==> config.mk <==
export PLATFORM = sky130hd
export DESIGN_NAME = itf_ctrl
export DESIGN_NICKNAME = d
export VERILOG_FILES = /design/src/integer_text_formatter_top_macros.svh /design/src/itf_pkg.sv /design/src/itf_ctrl.sv
export SDC_FILE = /design/constraint.sdc
export NUM_CORES = 1
export LEC_CHECK = 0
export BUFFER_PORTS_ARGS = -buffer_cell sky130_fd_sc_hd__clkbuf_2
export CAP_MARGIN = 20
export CORE_AREA = 2 2 39 41
export CTS_CLUSTER_SIZE = 16
export DETAILED_ROUTE_END_ITERATION = 10
export DIE_AREA = 0 0 41 43
export PLACE_DENSITY = 0.7
export SLEW_MARGIN = 20
export SYNTH_ARGS = -nofsm -noshare
export SYNTH_HDL_FRONTEND = slang
export SYNTH_SLANG_ARGS = --single-unit
==> constraint.sdc <==
create_clock -name clk -period 1.3 [get_ports clk]
set_input_delay 0.195 -clock clk [delete_from_list [all_inputs] [get_ports clk]]
set_output_delay 0.195 -clock clk [all_outputs]
set_load 0.01 [all_outputs]
==> src/integer_text_formatter_top_macros.svh <==
// Assertion macros shared by the integer text formatter RTL.
`ifndef INTEGER_TEXT_FORMATTER_TOP_MACROS_SVH
`define INTEGER_TEXT_FORMATTER_TOP_MACROS_SVH
`ifndef SYNTHESIS
// Antecedent implies consequent in the same cycle.
`define ITF_ASSERT_NOW(label, clk, rst_n, ante, cons) \
	label: assert property (@(posedge clk) disable iff (!rst_n) (ante) |-> (cons)) \
		else $error("integer text formatter: check failed");
// Antecedent implies consequent in the following cycle.
`define ITF_ASSERT_NEXT(label, clk, rst_n, ante, cons) \
	label: assert property (@(posedge clk) disable iff (!rst_n) (ante) |=> (cons)) \
		else $error("integer text formatter: check failed");
`else
`define ITF_ASSERT_NOW(label, clk, rst_n, ante, cons)
`define ITF_ASSERT_NEXT(label, clk, rst_n, ante, cons)
`endif
`endif

==> src/itf_pkg.sv <==
// Types, codes and helper functions of the integer text formatter.
`timescale 1ns / 1ps
`default_nettype none
package itf_pkg;
	localparam int MAX_WIDTH_DEF = 32;
	localparam int NDIG          = 10;
	localparam int DIG_IDX_W     = $clog2(NDIG);

	localparam logic [2:0] CMD_UDEC = 3'd0;
	localparam logic [2:0] CMD_SDEC = 3'd1;
	localparam logic [2:0] CMD_LHEX = 3'd2;
	localparam logic [2:0] CMD_UHEX = 3'd3;
	localparam logic [2:0] CMD_PTR  = 3'd4;

	localparam logic [31:0] RECIP10  = 32'hCCCC_CCCD;
	localparam int          RECIP_SH = 35;
	localparam logic [5:0]  PTR_DIGS = 6'd8;

	localparam logic [6:0] CH_ZERO  = 7'h30;
	localparam logic [6:0] CH_SPACE = 7'h20;
	localparam logic [6:0] CH_MINUS = 7'h2D;
	localparam logic [6:0] CH_X     = 7'h78;
	localparam logic [6:0] CH_UA    = 7'h41;
	localparam logic [6:0] CH_LA    = 7'h61;

	typedef enum logic [2:0] {
		ST_IDLE,
		ST_CONV,
		ST_PFX0,
		ST_PFX1,
		ST_SIGN,
		ST_PAD,
		ST_DIGIT
	} state_t;

	typedef enum logic [2:0] {
		SEL_ZERO,
		SEL_X,
		SEL_MINUS,
		SEL_PAD,
		SEL_DIGIT
	} char_sel_t;

	typedef struct packed {
		logic      load;
		logic      conv_step;
		logic      pad_step;
		logic      dig_step;
		char_sel_t sel;
	} ctrl_cmd_t;

	typedef struct packed {
		logic neg;
		logic ptr;
		logic conv_last;
		logic conv_pad;
		logic pad_any;
		logic pad_one;
		logic dig_last;
	} dp_stat_t;

	function automatic logic [6:0] digit_char(input logic [3:0] d, input logic upper);
		logic [6:0] base;
		base = upper ? CH_UA : CH_LA;
		if (d < 4'd10) begin
			digit_char = CH_ZERO + {3'b000, d};
		end else begin
			digit_char = base + {3'b000, d} - 7'd10;
		end
	endfunction
endpackage
`default_nettype wire

==> src/itf_ctrl.sv <==
// Controller state machine: sequences conversion and character output.
`timescale 1ns / 1ps
`default_nettype none
module itf_ctrl (
	input  wire logic              clk,
	input  wire logic              arst_n,
	input  wire logic              s_tvalid,
	input  wire logic [2:0]        s_tuser,
	input  wire logic              m_tready,
	input  wire itf_pkg::dp_stat_t stat,
	output itf_pkg::ctrl_cmd_t     cmd,
	output logic                   s_tready,
	output logic                   m_tvalid,
	output logic                   m_tlast
);
	import itf_pkg::*;

	state_t state_q;
	state_t state_d;
	logic   take;
	logic   cmd_ok;
	logic   out_hs;

	assign cmd_ok = (s_tuser <= CMD_PTR);
	assign take   = (state_q == ST_IDLE) && s_tvalid;
	assign out_hs = m_tvalid && m_tready;

	always_ff @(posedge clk or negedge arst_n) begin
		if (!arst_n) begin
			state_q <= ST_IDLE;
		end else begin
			state_q <= state_d;
		end
	end

	always_comb begin
		state_d = state_q;
		case (state_q)
			ST_IDLE: begin
				// Unused codes are taken and produce no characters.
				if (take && cmd_ok) state_d = ST_CONV;
			end
			ST_CONV: begin
				if (stat.conv_last) begin
					if (stat.ptr)           state_d = ST_PFX0;
					else if (stat.neg)      state_d = ST_SIGN;
					else if (stat.conv_pad) state_d = ST_PAD;
					else                    state_d = ST_DIGIT;
				end
			end
			ST_PFX0: begin
				if (out_hs) state_d = ST_PFX1;
			end
			ST_PFX1, ST_SIGN: begin
				if (out_hs) state_d = stat.pad_any ? ST_PAD : ST_DIGIT;
			end
			ST_PAD: begin
				if (out_hs && stat.pad_one) state_d = ST_DIGIT;
			end
			ST_DIGIT: begin
				if (out_hs && stat.dig_last) state_d = ST_IDLE;
			end
			default: state_d = ST_IDLE;
		endcase
	end

	always_comb begin
		cmd.load      = take;
		cmd.conv_step = (state_q == ST_CONV);
		cmd.pad_step  = 1'b0;
		cmd.dig_step  = 1'b0;
		cmd.sel       = SEL_DIGIT;
		s_tready      = (state_q == ST_IDLE);
		m_tvalid      = 1'b0;
		m_tlast       = 1'b0;
		case (state_q)
			ST_PFX0: begin
				m_tvalid = 1'b1;
				cmd.sel  = SEL_ZERO;
			end
			ST_PFX1: begin
				m_tvalid = 1'b1;
				cmd.sel  = SEL_X;
			end
			ST_SIGN: begin
				m_tvalid = 1'b1;
				cmd.sel  = SEL_MINUS;
			end
			ST_PAD: begin
				m_tvalid     = 1'b1;
				cmd.sel      = SEL_PAD;
				cmd.pad_step = m_tready;
			end
			ST_DIGIT: begin
				m_tvalid     = 1'b1;
				cmd.sel      = SEL_DIGIT;
				cmd.dig_step = m_tready;
				m_tlast      = stat.dig_last;
			end
			default: begin
				m_tvalid = 1'b0;
			end
		endcase
	end
endmodule
`default_nettype wire

==> impl_results.md <==
- Outcome: finished with violations
- Failing checks: negative setup slack
- Max Transition Viols Final: 0
- Core area: 1380 sq um
- Worst reg2reg path endpoint: state_q[0]
- Setup slack, reg-to-reg: -0.17 ns
- CP dominant cell by count: buf_6
- GRT Overall Usage: 0.155
- EDFF count, synth: 0
- Post-synthesis compound-gate area fraction: 0.363
- Top-Level Pins: 24
- Worst-path fanout max: 5
- Gp weighted congestion: 0.851
- Synth area leaders: dfrtp_1, nor2_1, a21oi_1
- Num CTS Buffers: 3
- Tot Pwr: 1.83 mW
- Setup CP Type: reg2reg
- Row count: 14
- Top-count cell post-synth: nor2_1
- Arr. time, crit path: 1.57 ns
- Final WS setup: -0.174 ns
- Final Cycle Share: 1.13
- Vias in the first global route: 478
- P per Cell Area: 2490 nW/um^2
- Fmax: 678 MHz
- Wire length per cell: 11.3 microns
- FFs w/ async S/R, synth: 1.00
- Worst setup EP type: register
- Grt ovf: 0
- CTS max path bufs: 2
- Mapped Nets: 66
- Clk_lat worst skew: 0.23 ns
- Initial Utilization: 0.274
- Crit. Startpoint: state_q[1]
- Htree depth: 1
- Clk slew on worst S/H paths: 0.04 ns
- Top reg by flops: state_q
- Slew at the pin with the worst max-slew slack: 0.311 ns
- Dominant synthesized flop cell: dfrtp_1
- Synthesized netlist cell count: 52
- Worst path cell trace: buf_6, buf_6, a211o_1, a31oi_4, o21bai_4, o22ai_2
- Clock tree sinks: 3
- Largest net degree at the start of global routing: 10
- I/O Buffers: 23
- Seq cells post-synth: 3
- Final min period: 1.47 ns
- Synth Area in XOR/XNOR: 0
- Worst hold path type: in2async
- Ys Warns: 0
- Mux contribution to synthesized area: 0
- Sequential-to-total area share from yosys stat: 0.198
- Root Driver: clkbuf_4
- Max stage delay on crit path: 0.37 ns
- Worst-case reg-to-reg path depth: 6
- ANT cells: 0
- Initial antenna violation count: 0
- Post-synth cell types: 30
- Final wirelength: 1180 microns
- Critical path's slowest cell: dfrtp_1
- Crit path required time: 1.40 ns
- Max reg flops: 3
- CTS tree: done
- Worst setup SP type: register
- Setup_tns: -0.939 ns
- Slew margin rel.: 0.793
- Most frequent cells after synthesis: nor2_1, a21oi_1, dfrtp_1, o21ai_0
- Worst vdd ir: 1140 uV
- Fraction of the mapped netlist area in simple logic gates: 0.310
- Final Setup Violations: 12
- Pre-antenna DRT Iters: 4
- Biggest regs: state_q x3
- Die X: 41 microns
- P_leak: 0.347 nW
- Iteration-0 DRC Markers: 15
- Largest family of logic cells by synthesized area: compound AO/OA/AOI/OAI gates
- Share of the synthesized area in the top cell type: 0.198
- Antenna Nets Post-Route: 0
- Max-Cap Viols: 0
- Hpwl dp: 860 microns
- Die area: 1760 sq um
- Final Hold Violating Endpoints: 0
- Mapped cell area: 379 sq um
- Die Y-Extent: 43 microns
- Adder-cell share of the synthesized area: 0
- First-pass GRT wire length: 1900 microns
- Remaining DRCs: 0
- Share of post-route cells with drive strength above 1: 0.674
- Vias: 541
- Avg Cell Area, Syn: 7.29 sq um
- Area Overhead vs Synth: 93.7%
- Fin nets: 104
- Final core occ: 0.531
- Via/cell ratio: 5.15
- Reg-to-Reg Start: state_q[1]
- Synth area leader: dfrtp_1
- Setup Skew: 0.00147 ns
- RSZ-0062 raised after global routing: yes
## through the flow
| stage | instance area (sq um) | worst slack (ns) | hold WS, ns | std cells |
|---|---|---|---|---|
| 2_1_floorplan | 387 | 0.00817 | -0.101 | 52 |
| 3_3_place_gp | 553 | -0.0380 | -0.00867 | 95 |
| 3_5_place_dp | 553 | -0.0533 | -0.00654 | 95 |
| 4_1_cts | 702 | -0.164 | 0.285 | 105 |
| 5_1_grt | 734 | -0.241 | 0.286 | 105 |
| 6_report | 734 | -0.174 | 0.283 | 105 |
## critical path, delay by kind of cell, from the launching register on
family / cells / cell delay, ns
DFF: 1 / 0.37
buffers and inverters: 2 / 0.26
AOI/OAI and AO/OA: 4 / 0.69
## placed cells by master, fill, tap and decap left out, drive strengths merged, types with 2 or more instances in the layout
master and instances:
a21oi 5, buf 24, clkbuf 17, dfrtp 3
inv 3, nand2 2, nand2b 2, nor2 7
nor2b 2, nor3 2, nor3b 2, o21ai 5
## power by group
group          internal (mW)  total, mW  switching (mW)
Sequential             0.150      0.206          0.0558
Clock                  0.115      0.164          0.0487
Combinational          0.748       1.46           0.710
## kinds of logic (layout without fill, tap and decap cells)
| kind of cell | count (synthesis) | in the layout |
|---|---|---|
| DFF | 3 | 3 |
| and+or+nand+nor | 22 | 22 |
| AOI/OAI and AO/OA | 19 | 19 |
| buffers and inverters | 8 | 45 |
## worst max-delay path by stage
stage / cells after the start / slack (ns) / end
after CTS: 5 / -0.16 / state_q[0]
final: 6 / -0.17 / state_q[0]
after detailed placement: 5 / -0.05 / state_q[0]
after floorplan: 4 / 0.008 / cmd[6]
after global placement: 5 / -0.04 / state_q[0]
after global routing: 6 / -0.24 / state_q[0]
## layout make-up
class	count	area (sq um)
Fill cell	129	649
Multi-Input combinational cell	41	343
Timing Repair Buffer	38	249
Sequential cell	3	77.6
Clock buffer	4	26.3
Tap cell	16	20.0
Inverter	3	18.8
## layer usage
layer,vias to the layer above,global-route usage,part of all wire
met5,-,0,0
met4,0,0.0733,0.0068
met3,2,0.0366,0.064
met2,25,0.238,0.50
met1,250,0.194,0.42
li1,264,-,-
## timing repair
action	CTS	global route
pin swaps	10	5
hold endpoints to repair	3	0
resized for setup	18	19
setup endpoints to repair	12	12
buffers inserted	5	0
hold buffers	1	0
Note: power is estimated with default switching activity, not from simulation.
